<file path="src/design/tsteb_pkg.sv">
// shared types and constants for the two-stack text edit buffer
// no dependencies
`default_nettype none

package tsteb_pkg;

  localparam int CMD_W  = 3;
  localparam int CHAR_W = 8;
  localparam int CNT_W  = 6;

  // command codes
  localparam logic [CMD_W-1:0] CMD_FWD   = 3'd0;
  localparam logic [CMD_W-1:0] CMD_BACK  = 3'd1;
  localparam logic [CMD_W-1:0] CMD_END   = 3'd2;
  localparam logic [CMD_W-1:0] CMD_START = 3'd3;
  localparam logic [CMD_W-1:0] CMD_INS   = 3'd4;
  localparam logic [CMD_W-1:0] CMD_DEL   = 3'd5;
  localparam logic [CMD_W-1:0] CMD_DISP  = 3'd6;
  localparam logic [CMD_W-1:0] CMD_NOP   = 3'd7;

  // datapath operations issued by the controller
  typedef enum logic [2:0] {
    OP_NONE,
    OP_MOVE_RD,
    OP_MOVE_WR,
    OP_INSERT,
    OP_DELETE,
    OP_DISP_START,
    OP_DISP_RD
  } dp_op_e;

  typedef struct packed {
    dp_op_e op;
    logic   back;   // move direction toward the start
    logic   emit;   // put out the single status transaction
  } ctl_t;

  typedef struct packed {
    logic before_zero;
    logic after_zero;
    logic before_one;
    logic after_one;
    logic total_zero;
    logic disp_end;   // display index is on the last character
  } stat_t;

endpackage

`default_nettype wire

</file>
<file path="src/design/tsteb_ram.sv">
// generic single-write, single-read ram with registered read data
// no dependencies
`default_nettype none

module tsteb_ram #(
  parameter int WIDTH = 8,
  parameter int DEPTH = 32
) (
  input  wire logic                     clk_i,
  input  wire logic                     we_i,
  input  wire logic [$clog2(DEPTH)-1:0] waddr_i,
  input  wire logic [WIDTH-1:0]         wdata_i,
  input  wire logic [$clog2(DEPTH)-1:0] raddr_i,
  output logic      [WIDTH-1:0]         rdata_o
);

  logic [WIDTH-1:0] mem_q [DEPTH];

  always_ff @(posedge clk_i) begin
    if (we_i) begin
      mem_q[waddr_i] <= wdata_i;
    end
    rdata_o <= mem_q[raddr_i];
  end

endmodule

`default_nettype wire

</file>
<file path="src/design/tsteb_ctrl.sv">
// command sequencer for the text edit buffer
// depends on tsteb_pkg
`default_nettype none

module tsteb_ctrl (
  input  wire logic                       clk_i,
  input  wire logic                       rst_ni,
  input  wire logic                       start,
  input  wire logic [tsteb_pkg::CMD_W-1:0] cmd_i,
  input  wire tsteb_pkg::stat_t           stat_i,
  output tsteb_pkg::ctl_t                 ctl_o,
  output logic                            busy
);
  import tsteb_pkg::*;

  localparam logic [1:0] S_IDLE = 2'd0;
  localparam logic [1:0] S_RD   = 2'd1;
  localparam logic [1:0] S_WR   = 2'd2;
  localparam logic [1:0] S_DISP = 2'd3;

  logic [1:0] state_q, state_d;
  logic       rep_q, rep_d;
  logic       back_q, back_d;

  always_comb begin
    state_d    = state_q;
    rep_d      = rep_q;
    back_d     = back_q;
    ctl_o.op   = OP_NONE;
    ctl_o.back = back_q;
    ctl_o.emit = 1'b0;
    case (state_q)
      S_IDLE: begin
        if (start) begin
          case (cmd_i)
            CMD_FWD, CMD_END: begin
              if (stat_i.after_zero) begin
                ctl_o.emit = 1'b1;
              end else begin
                ctl_o.op   = OP_MOVE_RD;
                ctl_o.back = 1'b0;
                back_d     = 1'b0;
                rep_d      = (cmd_i == CMD_END);
                state_d    = S_WR;
              end
            end
            CMD_BACK, CMD_START: begin
              if (stat_i.before_zero) begin
                ctl_o.emit = 1'b1;
              end else begin
                ctl_o.op   = OP_MOVE_RD;
                ctl_o.back = 1'b1;
                back_d     = 1'b1;
                rep_d      = (cmd_i == CMD_START);
                state_d    = S_WR;
              end
            end
            CMD_INS: begin
              ctl_o.op   = OP_INSERT;
              ctl_o.emit = 1'b1;
            end
            CMD_DEL: begin
              ctl_o.op   = OP_DELETE;
              ctl_o.emit = 1'b1;
            end
            CMD_DISP: begin
              if (stat_i.total_zero) begin
                ctl_o.emit = 1'b1;
              end else begin
                ctl_o.op = OP_DISP_START;
                state_d  = S_DISP;
              end
            end
            default: begin
              ctl_o.emit = 1'b1;
            end
          endcase
        end
      end
      S_RD: begin
        ctl_o.op = OP_MOVE_RD;
        state_d  = S_WR;
      end
      S_WR: begin
        ctl_o.op = OP_MOVE_WR;
        // stop after the last character has crossed the gap
        if (rep_q && !(back_q ? stat_i.before_one : stat_i.after_one)) begin
          state_d = S_RD;
        end else begin
          ctl_o.emit = 1'b1;
          state_d    = S_IDLE;
        end
      end
      S_DISP: begin
        ctl_o.op = OP_DISP_RD;
        if (stat_i.disp_end) begin
          state_d = S_IDLE;
        end
      end
      default: begin
        state_d = S_IDLE;
      end
    endcase
  end

  always_ff @(posedge clk_i or negedge rst_ni) begin
    if (!rst_ni) begin
      state_q <= S_IDLE;
      rep_q   <= 1'b0;
      back_q  <= 1'b0;
    end else begin
      state_q <= state_d;
      rep_q   <= rep_d;
      back_q  <= back_d;
    end
  end

  assign busy = (state_q != S_IDLE);

endmodule

`default_nettype wire

</file>
<file path="src/design/tsteb_datapath.sv">
// counts, text store and result registers of the text edit buffer
// depends on tsteb_pkg and tsteb_ram
`default_nettype none

module tsteb_datapath #(
  parameter int CAPACITY = 32
) (
  input  wire logic                        clk_i,
  input  wire logic                        rst_ni,
  input  wire tsteb_pkg::ctl_t             ctl_i,
  input  wire logic [tsteb_pkg::CHAR_W-1:0] char_in_i,
  output tsteb_pkg::stat_t                 stat_o,
  output logic                             strobe_o,
  output logic [tsteb_pkg::CHAR_W-1:0]     char_out_o,
  output logic                             char_valid_o,
  output logic                             at_cursor_o,
  output logic [tsteb_pkg::CNT_W-1:0]      text_length_o,
  output logic [tsteb_pkg::CNT_W-1:0]      cursor_pos_o,
  output logic                             overflow_o,
  output logic                             last_o
);
  import tsteb_pkg::*;

  localparam int CW = $clog2(CAPACITY + 1);
  localparam int AW = $clog2(CAPACITY);
  localparam logic [CW-1:0] CAP_C = CW'(CAPACITY);
  localparam logic [CW-1:0] ONE_C = CW'(1);

  logic [CW-1:0]     before_q, before_d;
  logic [CW-1:0]     after_q, after_d;
  logic [CW-1:0]     idx_q, idx_d;
  logic [CW-1:0]     total, total_d, top_after;
  logic              full;
  logic              we;
  logic [AW-1:0]     waddr, raddr;
  logic [CHAR_W-1:0] wdata, rdata;
  logic              disp_rd;

  logic              strobe_q, from_ram_q, at_cur_q, ovf_q, last_q;
  logic [CNT_W-1:0]  len_q, pos_q;

  assign total     = before_q + after_q;
  assign full      = (total >= CAP_C);
  assign top_after = CAP_C - after_q;
  assign disp_rd   = (ctl_i.op == OP_DISP_RD);

  always_comb begin
    before_d = before_q;
    after_d  = after_q;
    idx_d    = idx_q;
    we       = 1'b0;
    waddr    = AW'(before_q);
    wdata    = char_in_i;
    raddr    = AW'(idx_q);
    case (ctl_i.op)
      OP_MOVE_RD: begin
        raddr = ctl_i.back ? AW'(before_q - ONE_C) : AW'(top_after);
      end
      OP_MOVE_WR: begin
        we    = 1'b1;
        wdata = rdata;
        if (ctl_i.back) begin
          waddr    = AW'(top_after - ONE_C);
          before_d = before_q - ONE_C;
          after_d  = after_q + ONE_C;
        end else begin
          waddr    = AW'(before_q);
          before_d = before_q + ONE_C;
          after_d  = after_q - ONE_C;
        end
      end
      OP_INSERT: begin
        if (!full) begin
          we       = 1'b1;
          before_d = before_q + ONE_C;
        end
      end
      OP_DELETE: begin
        if (after_q != '0) begin
          after_d = after_q - ONE_C;
        end
      end
      OP_DISP_START: begin
        idx_d = '0;
      end
      OP_DISP_RD: begin
        // past the cursor the index jumps over the gap
        raddr = (idx_q < before_q) ? AW'(idx_q) : AW'(idx_q + CAP_C - total);
        idx_d = idx_q + ONE_C;
      end
      default: begin
      end
    endcase
  end

  assign total_d = before_d + after_d;

  tsteb_ram #(
    .WIDTH(CHAR_W),
    .DEPTH(CAPACITY)
  ) u_store (
    .clk_i  (clk_i),
    .we_i   (we),
    .waddr_i(waddr),
    .wdata_i(wdata),
    .raddr_i(raddr),
    .rdata_o(rdata)
  );

  always_ff @(posedge clk_i or negedge rst_ni) begin
    if (!rst_ni) begin
      before_q   <= '0;
      after_q    <= '0;
      idx_q      <= '0;
      strobe_q   <= 1'b0;
      from_ram_q <= 1'b0;
      at_cur_q   <= 1'b0;
      ovf_q      <= 1'b0;
      last_q     <= 1'b0;
      len_q      <= '0;
      pos_q      <= '0;
    end else begin
      before_q   <= before_d;
      after_q    <= after_d;
      idx_q      <= idx_d;
      strobe_q   <= ctl_i.emit || disp_rd;
      from_ram_q <= disp_rd;
      at_cur_q   <= disp_rd && (idx_q == before_q);
      ovf_q      <= ctl_i.emit && (ctl_i.op == OP_INSERT) && full;
      last_q     <= ctl_i.emit || (disp_rd && (idx_q == total - ONE_C));
      len_q      <= CNT_W'(total_d);
      pos_q      <= CNT_W'(before_d);
    end
  end

  assign stat_o.before_zero = (before_q == '0);
  assign stat_o.after_zero  = (after_q == '0);
  assign stat_o.before_one  = (before_q == ONE_C);
  assign stat_o.after_one   = (after_q == ONE_C);
  assign stat_o.total_zero  = (total == '0);
  assign stat_o.disp_end    = (idx_q == total - ONE_C);

  assign strobe_o      = strobe_q;
  assign char_out_o    = from_ram_q ? rdata : '0;
  assign char_valid_o  = from_ram_q;
  assign at_cursor_o   = at_cur_q;
  assign text_length_o = len_q;
  assign cursor_pos_o  = pos_q;
  assign overflow_o    = ovf_q;
  assign last_o        = last_q;

endmodule

`default_nettype wire

</file>
<file path="src/design/two_stack_text_edit_buffer.sv">
// top level of the two-stack text edit buffer
// depends on tsteb_pkg, tsteb_ctrl, tsteb_datapath (and tsteb_ram below it)
`default_nettype none

// Text edit buffer with an implicit cursor. The text lives in one store of
// CAPACITY bytes as two stacks: characters before the cursor grow up from
// entry 0, characters after it grow down from the top entry. A command is
// taken at a clock edge with start high and busy low. Every command gives
// its results on the result ports, one per cycle, each marked by strobe_o
// for exactly one cycle; the receiver cannot stall, so results must be
// captured when strobe_o is high. Non-display commands give one status
// transaction with char_valid_o low and last_o high. Display gives one
// transaction per character in document order, at_cursor_o on the first
// character after the cursor and last_o on the final one; an empty text
// gives one status transaction. The pacing is set by the single read port
// of the text store: insert, delete, no-op and moves at a boundary show
// their result in the cycle after the command is taken and leave busy low;
// a single forward or back move reads one stack top, then writes it onto
// the other; move to end or start repeats that read and write for each
// character crossing the cursor; display clears its read index, then
// streams one character per cycle, busy held until the last is read. Store
// entries hold no reset value; only reads of live characters are ever used.
module two_stack_text_edit_buffer #(
  parameter int CAPACITY = 32
) (
  input  wire logic                        clk_i,
  input  wire logic                        rst_ni,
  // command side
  input  wire logic                        start,
  output logic                             busy,
  input  wire logic [tsteb_pkg::CMD_W-1:0]  cmd_i,
  input  wire logic [tsteb_pkg::CHAR_W-1:0] char_in_i,
  // result side
  output logic                             strobe_o,
  output logic [tsteb_pkg::CHAR_W-1:0]     char_out_o,
  output logic                             char_valid_o,
  output logic                             at_cursor_o,
  output logic [tsteb_pkg::CNT_W-1:0]      text_length_o,
  output logic [tsteb_pkg::CNT_W-1:0]      cursor_pos_o,
  output logic                             overflow_o,
  output logic                             last_o
);
  import tsteb_pkg::*;

  // controller to datapath command and status back
  ctl_t  ctl;
  stat_t stat;

  // state machine: decodes commands, repeats single moves for the
  // to-end and to-start walks, and steps the display read index
  tsteb_ctrl u_ctrl (
    .clk_i (clk_i),
    .rst_ni(rst_ni),
    .start (start),
    .cmd_i (cmd_i),
    .stat_i(stat),
    .ctl_o (ctl),
    .busy  (busy)
  );

  // counts, store and result registers; a move is a read of one stack top
  // followed by a write onto the other stack
  tsteb_datapath #(
    .CAPACITY(CAPACITY)
  ) u_datapath (
    .clk_i        (clk_i),
    .rst_ni       (rst_ni),
    .ctl_i        (ctl),
    .char_in_i    (char_in_i),
    .stat_o       (stat),
    .strobe_o     (strobe_o),
    .char_out_o   (char_out_o),
    .char_valid_o (char_valid_o),
    .at_cursor_o  (at_cursor_o),
    .text_length_o(text_length_o),
    .cursor_pos_o (cursor_pos_o),
    .overflow_o   (overflow_o),
    .last_o       (last_o)
  );

endmodule

`default_nettype wire

</file>
<file path="config.mk">
export PLATFORM = sky130hd
export DESIGN_NAME = two_stack_text_edit_buffer
export DESIGN_NICKNAME = d
export VERILOG_FILES = /design/src/design/tsteb_pkg.sv /design/src/design/tsteb_ram.sv /design/src/design/tsteb_ctrl.sv /design/src/design/tsteb_datapath.sv /design/src/design/two_stack_text_edit_buffer.sv
export SDC_FILE = /design/constraint.sdc
export NUM_CORES = 1
export LEC_CHECK = 0
export BUFFER_PORTS_ARGS = -buffer_cell sky130_fd_sc_hd__buf_2
export CORE_MARGIN = 3
export CORE_UTILIZATION = 50
export DETAILED_ROUTE_END_ITERATION = 7
export GPL_TIMING_DRIVEN = 0
export PLACE_DENSITY = 0.69
export SETUP_SLACK_MARGIN = 0.1
export SYNTH_ARGS = -nofsm -noshare
export SYNTH_HDL_FRONTEND = slang
export SYNTH_SLANG_ARGS = --single-unit
</file>
<file path="constraint.sdc">
create_clock -name clk_i -period 4.81 [get_ports clk_i]
set_input_delay 0.481 -clock clk_i [delete_from_list [all_inputs] [get_ports clk_i]]
set_output_delay 0.481 -clock clk_i [all_outputs]
set_load 0.02 [all_outputs]
</file>
==> impl_metrics.json, run 1 <==
{
  "dr_total_vias": 8951,
  "grt_pass1_vias": 8587,
  "min_path_cells": 3,
  "postRouteAntennaNets": 0,
  "synth_area_leaders": "edfxtp_1 (55%), mux2i_1 (9.2%), dfrtp_1 (6.0%), nand2_1 (2.8%), ha_1 (2.4%)",
  "antenna_cells": 0,
  "rsz0062_at_grt": "no",
  "clock-sinks": 297,
  "synthCells": 1037,
  "hpwlAfterDp_microns": 23400,
  "die_x_microns": 172,
  "rrSetupSlack_ns": 0.25,
  "die_h_microns": 172,
  "syn_area_sq_um": 13900,
  "peakVddDrop_mv": 0.528,
  "fmax_mhz": 219,
  "fin_skew_ns": 0.0170,
  "hold_viol": 0,
  "syn_to_final_growth_pct": 13.8,
  "layout_common_cells": "edfxtp_1 (256), mux2i_1 (127), nand2_1 (104)",
  "nNetsFinal": 1164,
  "gr-total-overflow": 0,
  "die_area_sq_um": 29700,
  "hp-start": "cmd_i[1]",
  "cts-buffers-inserted": 30,
  "setup_viol_count_final": 0,
  "dp_slack_ns": -0.153,
  "clk-insertion-delay-late_ns": 0.57,
  "worstMarginPinSlew_ns": 1.26,
  "power.density_nw_per_um2": 761,
  "fin_crit_ns": 4.56,
  "drive_gt1_share_pct": 18.5,
  "cts_root_buffer": "clkbuf_16",
  "grt.total_usage_pct": 22.8,
  "synth_top_cell_by_area": "edfxtp_1",
  "drc": 0,
  "post-route-period-util_pct": 94.8,
  "endpoint_kind": "register",
  "wirelength_microns": 33900,
  "detail_route.vias_per_cell": 5.91,
  "clockBufferDepth": 3,
  "critPathKind": "reg -> reg",
  "cts.reportedPaths.clkPinSlew_ns": 0.07,
  "outcome": "complete, no violations",
  "numPortBuffers": 39,
  "top_layer": "met4",
  "min_to": "u_ctrl.rep_q",
  "yosysWarnings": 0,
  "cp_data_required_time_ns": 5.25,
  "slew_headroom_pct": 15.6,
  "globalplace.congestion": 0.933,
  "start_kind": "register",
  "initial_core_util_pct": 51.1,
  "synth-async-reset-ratio_pct": 11.1,
  "reg2regPathDepth": 15,
  "ys_ff_latch": 297,
  "p_leak_nw": 5.94,
  "wl_per_cell_microns": 22.4,
  "crit_fanout": 10,
  "synth_edf_count": 256,
  "power_mw": 12.0,
  "antenna_found_initial": 0,
  "cts_tree": "yes",
  "wl_met2_microns": 15900,
  "wirelength_met1_microns": 14800,
  "drtIter0Drc": 919,
  "io_pins": 40,
  "final_common_cell": "edfxtp_1",
  "r2r-end": "u_datapath.u_store.rdata_o[3]",
  "synth_nets": 1081,
  "yosysTopAreaCellShare_pct": 55.5,
  "fin_ws_ns": 0.250,
  "dr_wl_met3_microns": 2300,
  "hold_path.class": "in -> reg",
  "ys_types": 74,
  "slew_viol_final": 0,
  "rows": 60,
  "synth-main-ff-cell": "edfxtp_1",
  "core_area_sq_um": 27100,
  "synth.yosys.seq_area_share_pct": 62.6,
  "grt_start_max_net_pins": 34,
  "cap_violations": 0,
  "htreeDepth": 1,
  "worstPathArrival_ns": 5.00,
  "grt_pass1_wl_microns": 51100,
  "dr.pass1.iters": 5,
  "syn_avg_cell_area_sq_um": 13.4,
  "holdWs_ns": 0.257,
  "r2r_start": "u_datapath.after_q[0]"
}
==> critical path, cell delays in order (launching register included) <==
cell and delay [ns]:
dfrtp_1 0.44, ha_1 0.22, inv_1 0.07, fa_1 0.67, ha_1 0.24, nand2_1 0.06
a21oi_1 0.32, o211ai_4 0.20, a21o_2 0.32, a32o_1 0.29, nor2_4 0.26, clkbuf_4 0.30
buf_4 0.27, mux2i_1 0.32, a211oi_2 0.14, a211oi_2 0.31
==> cell usage after synthesis, types with 6 or more instances <==
master	count
edfxtp_1	256
mux2i_1	127
nand2_1	104
nor2_1	53
a21oi_1	43
dfrtp_1	33
o21ai_0	32
ha_1	27
nand3_1	25
xnor2_1	21
clkbuf_1	20
inv_1	20
mux2_2	18
nor3_1	18
buf_2	16
xor2_1	14
a211oi_1	13
a22oi_1	13
and2_1	13
a221oi_1	12
o31ai_1	12
a21o_1	10
a31oi_1	9
a211oi_2	8
a22o_1	8
dfxtp_1	8
a21boi_0	7
and3_1	7
o21ai_1	7
buf_4	6
nor2b_1	6
==> worst max path at each step <==
stage | startpoint | endpoint | depth (start not counted)
floorplan | u_datapath.before_q[0] | u_datapath.u_store.rdata_o[4] | 14
global placement | u_datapath.before_q[0] | u_datapath.u_store.rdata_o[3] | 15
detailed placement | u_datapath.before_q[0] | u_datapath.u_store.rdata_o[3] | 15
CTS | u_datapath.before_q[0] | u_datapath.u_store.rdata_o[3] | 15
global route | u_datapath.after_q[0] | u_datapath.u_store.rdata_o[4] | 15
finish | u_datapath.after_q[0] | u_datapath.u_store.rdata_o[3] | 15
==> per-layer routing <==
| layer | GRT usage, % | vias up |
|---|---|---|
| met3 | 3.16 | 64 |
| met1 | 32.8 | 4438 |
| li1 | - | 4101 |
| met5 | 0 | - |
| met4 | 6.70 | 0 |
| met2 | 36.4 | 348 |
==> where the power goes <==
| part | switching, mW | internal, mW |
|---|---|---|
| combinational | 3.86 | 2.22 |
| clock | 0.970 | 1.35 |
| sequential | 0.182 | 3.41 |
| total | 5.01 | 6.99 |
==> state kept, by name, indices dropped and copies added, names as in the netlist <==
| signal | count |
|---|---|
| u_ctrl.state_q | 2 |
| u_datapath.char_valid_o | 1 |
| u_datapath.before_q | 6 |
| u_datapath.overflow_o | 1 |
| u_datapath.idx_q | 6 |
| u_datapath.last_o | 1 |
| u_datapath.at_cursor_o | 1 |
| u_datapath.u_store.rdata_o | 8 |
| u_datapath.text_length_o | 6 |
| u_ctrl.back_q | 1 |
| u_datapath.u_store.mem_q | 256 |
| u_ctrl.rep_q | 1 |
| u_datapath.after_q | 6 |
| u_datapath.strobe_o | 1 |
==> what timing repair did <==
| action | 4_1_cts | 5_1_grt |
|---|---|---|
| hold buffers | 1 | 0 |
| gates resized for setup | 10 | 49 |
| buffers inserted | 1 | 10 |
| hold endpoints to repair | 33 | 0 |
| pin swaps | 0 | 2 |
| setup endpoints to repair | 40 | 259 |
==> cell families after synthesis <==
logic type,Yosys count,share of synthesized area (%)
adders and majority gates,30,2.87
muxes,146,10.7
AOI/OAI and AO/OA,210,10.7
xor gates and xnor gates,35,2.21
buffers and inverters,70,2.53
and+or+nand+nor,249,8.34
DFF,297,62.6
==> area by class of cell <==
cell class / instances / area, sq um
buffer: 48 / 290
clock buffer: 44 / 863
clock inverter: 11 / 133
fill: 2210 / 11300
inverter: 22 / 86.3
multi-input combinational: 670 / 4970
sequential: 297 / 8680
tap: 372 / 465
timing repair buffer: 51 / 288
==> through the flow <==
stage / instances / util (%) / setup TNS (ns) / area, sq um
3_3_place_gp: 1448 / 53.6 / -0.768 / 14500
5_1_grt: 1515 / 58.2 / 0 / 15800
6_report: 1515 / 58.2 / 0 / 15800
4_1_cts: 1505 / 57.4 / 0 / 15600
3_5_place_dp: 1448 / 53.6 / -0.614 / 14500
2_1_floorplan: 1037 / - / 0 / 13900
No activity file was read; power rests on OpenSTA's default activity.
==> inputs of run 2 (changes only) <==
--- a/config.mk
+++ b/config.mk
@@ -11,6 +11,7 @@
 export DETAILED_ROUTE_END_ITERATION = 7
 export GPL_TIMING_DRIVEN = 0
 export PLACE_DENSITY = 0.69
+export RECOVER_POWER = 100
 export SETUP_SLACK_MARGIN = 0.1
 export SYNTH_ARGS = -nofsm -noshare
 export SYNTH_HDL_FRONTEND = slang
==> impl_metrics.json, run 2 (synthesis gave the netlist of run 1 again) <==
{
  "endpoint_kind": "register",
  "largest_register_ffs": 256,
  "worstMarginPinSlew_ns": 1.75,
  "post-route-period-util_pct": 95.7,
  "crit_slowest_cell": "fa_1",
  "fin_skew_ns": 0.0180,
  "startpoint": "u_datapath.before_q[0]",
  "min_to": "u_ctrl.rep_q",
  "reg2regPathDepth": 15,
  "die_x_microns": 172,
  "detail_route.vias_per_cell": 5.92,
  "sw_frac_of_total_pct": 41.7,
  "hp-start": "cmd_i[1]",
  "seq_area_sq_um": 8670,
  "dp_slack_ns": -0.153,
  "r2r_start": "u_datapath.before_q[0]",
  "htreeDepth": 1,
  "layout_common_cells": "edfxtp_1 (256), mux2i_1 (127), nand2_1 (104)",
  "clk-insertion-delay-late_ns": 0.57,
  "hpwlAfterDp_microns": 23400,
  "clock-sinks": 297,
  "die_area_sq_um": 29700,
  "min_path_cells": 3,
  "cp_data_required_time_ns": 5.25,
  "drc": 0,
  "wl_per_cell_microns": 22.4,
  "grt_pass1_vias": 8587,
  "cts_root_buffer": "clkbuf_16",
  "rsz0062_at_grt": "no",
  "start_kind": "register",
  "slew_viol_final": 34,
  "top_regs": "u_datapath.u_store.mem_q x256, u_datapath.u_store.rdata_o x8",
  "hold_path.class": "in -> reg",
  "syn_to_final_growth_pct": 13.4,
  "cpPeakStageDelay_ns": 0.66,
  "multi_input_area_sq_um": 4930,
  "grt.total_usage_pct": 22.8,
  "initial_core_util_pct": 51.1,
  "dr_total_vias": 8962,
  "wirelength_microns": 34000,
  "outcome": "complete, but fails checks",
  "crit_fanout": 10,
  "fin_crit_ns": 4.60,
  "nFillCells": 2233,
  "nNetsFinal": 1164,
  "p_leak_nw": 5.88,
  "peakVddDrop_mv": 0.525,
  "gr-total-overflow": 0,
  "drtIter0Drc": 971,
  "die_h_microns": 172,
  "globalplace.congestion": 0.933,
  "rows": 60,
  "setup_viol_count_final": 0,
  "cts-buffers-inserted": 30,
  "critPathKind": "reg -> reg",
  "cts_tree": "yes",
  "p_seq_share_pct": 30.1,
  "pwr-share-comb_pct": 50.5,
  "cap_violations": 1,
  "postRouteAntennaNets": 0,
  "p_int_mw": 6.96,
  "power_frac_clock_pct": 19.4,
  "hold_viol": 0,
  "fin_ws_ns": 0.207,
  "r2r-end": "u_datapath.u_store.rdata_o[3]",
  "core_area_sq_um": 27100,
  "dr.pass1.iters": 5,
  "power.density_nw_per_um2": 760,
  "final_util_pct": 58.0,
  "p_sw_mw": 4.98,
  "numPortBuffers": 39,
  "drive_gt1_share_pct": 15.7,
  "clockBufferDepth": 3,
  "grt_pass1_wl_microns": 51100,
  "io_pins": 40,
  "regMostFlops": "u_datapath.u_store.mem_q",
  "final_common_cell": "edfxtp_1",
  "fmax_mhz": 217,
  "grt_start_max_net_pins": 34,
  "antenna_cells": 0,
  "worstPathArrival_ns": 5.04,
  "rrSetupSlack_ns": 0.21,
  "worstPathCellList": "ha_1 -> inv_1 -> fa_1 -> ha_1 -> nand2_1 -> a21oi_1 -> o211ai_4 -> a21o_2 -> a32o_1 -> nor2_4 -> clkbuf_4 -> buf_4 -> mux2i_1 -> a211oi_2 -> a211oi_2",
  "antenna_found_initial": 0,
  "slew_headroom_pct": -16.8,
  "cts.reportedPaths.clkPinSlew_ns": 0.07,
  "violations": "max-capacitance violations, max-slew violations"
}
run 2: cell types whose count changed in the layout (fill, tap and decap cells not counted), moves of 8 or more:
cell,previous run,this run
nor2_1,35,44
and2_1,13,5
nor2_2,18,9
and2_0,1,9
clkbuf_1,20,38
buf_2,50,33
run 2: power by group through the flow:
stage	clock network [mW]	registers, mW	logic, mW
2_1_floorplan	0	3.63	4.06
3_3_place_gp	0	3.64	5.69
3_5_place_dp	0	3.65	5.78
4_1_cts	2.34	3.60	5.83
5_1_grt	2.45	3.62	6.52
6_report	2.32	3.60	6.03
run 2: critical path, delay by kind of cell, from the launching register on:
| kind | cells | cell delay [ns] |
|---|---|---|
| buffers and inverters | 3 | 0.66 |
| flip-flops | 1 | 0.48 |
| multiplexers | 1 | 0.31 |
| AO/OA/AOI/OAI | 6 | 1.58 |
| AND/OR/NAND/NOR | 2 | 0.32 |
| adder cells (fa/ha/maj) | 3 | 1.13 |
run 2: how the worst max path moves through the flow:
stage                                    end  slack (ns)  cells past startpoint
6_report       u_datapath.u_store.rdata_o[3]        0.21                     15
5_1_grt        u_datapath.u_store.rdata_o[4]        0.05                     15
4_1_cts        u_datapath.u_store.rdata_o[3]        0.10                     15
3_5_place_dp   u_datapath.u_store.rdata_o[3]       -0.15                     15
3_3_place_gp   u_datapath.u_store.rdata_o[3]       -0.20                     15
2_1_floorplan  u_datapath.u_store.rdata_o[4]        0.93                     14
run 2: cell type report:
cell class / instances / share of cell area (%)
clock inverters: 11 / 0.844
well taps: 372 / 2.96
multi-input cells: 670 / 31.4
plain buffers: 48 / 1.84
inverters: 22 / 0.550
flip-flops and latches: 297 / 55.2
repair buffers: 51 / 1.70
clock buffers: 44 / 5.50
run 2: metrics by stage:
| stage | setup TNS, ns | cells | power, mW | hold slack, ns | area [sq um] |
|---|---|---|---|---|---|
| after floorplan | 0 | 1037 | 7.69 | 0.185 | 13900 |
| after global placement | -0.768 | 1448 | 9.33 | 0.505 | 14500 |
| after detailed placement | -0.614 | 1448 | 9.43 | 0.516 | 14500 |
| after CTS | 0 | 1505 | 11.8 | 0.244 | 15600 |
| after global routing | 0 | 1515 | 12.6 | 0.272 | 15700 |
| final | 0 | 1515 | 11.9 | 0.257 | 15700 |
run 2: routing by layer:
layer / GRT usage [%] / share of wire [%]
met5: 0 / 0
met4: 6.70 / 3.1
met3: 3.16 / 6.9
met2: 36.4 / 46
met1: 32.8 / 44
run 2: what timing repair did:
action / in CTS / in global routing
pin swaps: 0 / 2
setup endpoints to repair: 40 / 259
resized for setup: 10 / 49
endpoints found under the hold margin: 33 / 0
hold buffers: 1 / 0
setup buffers: 1 / 10
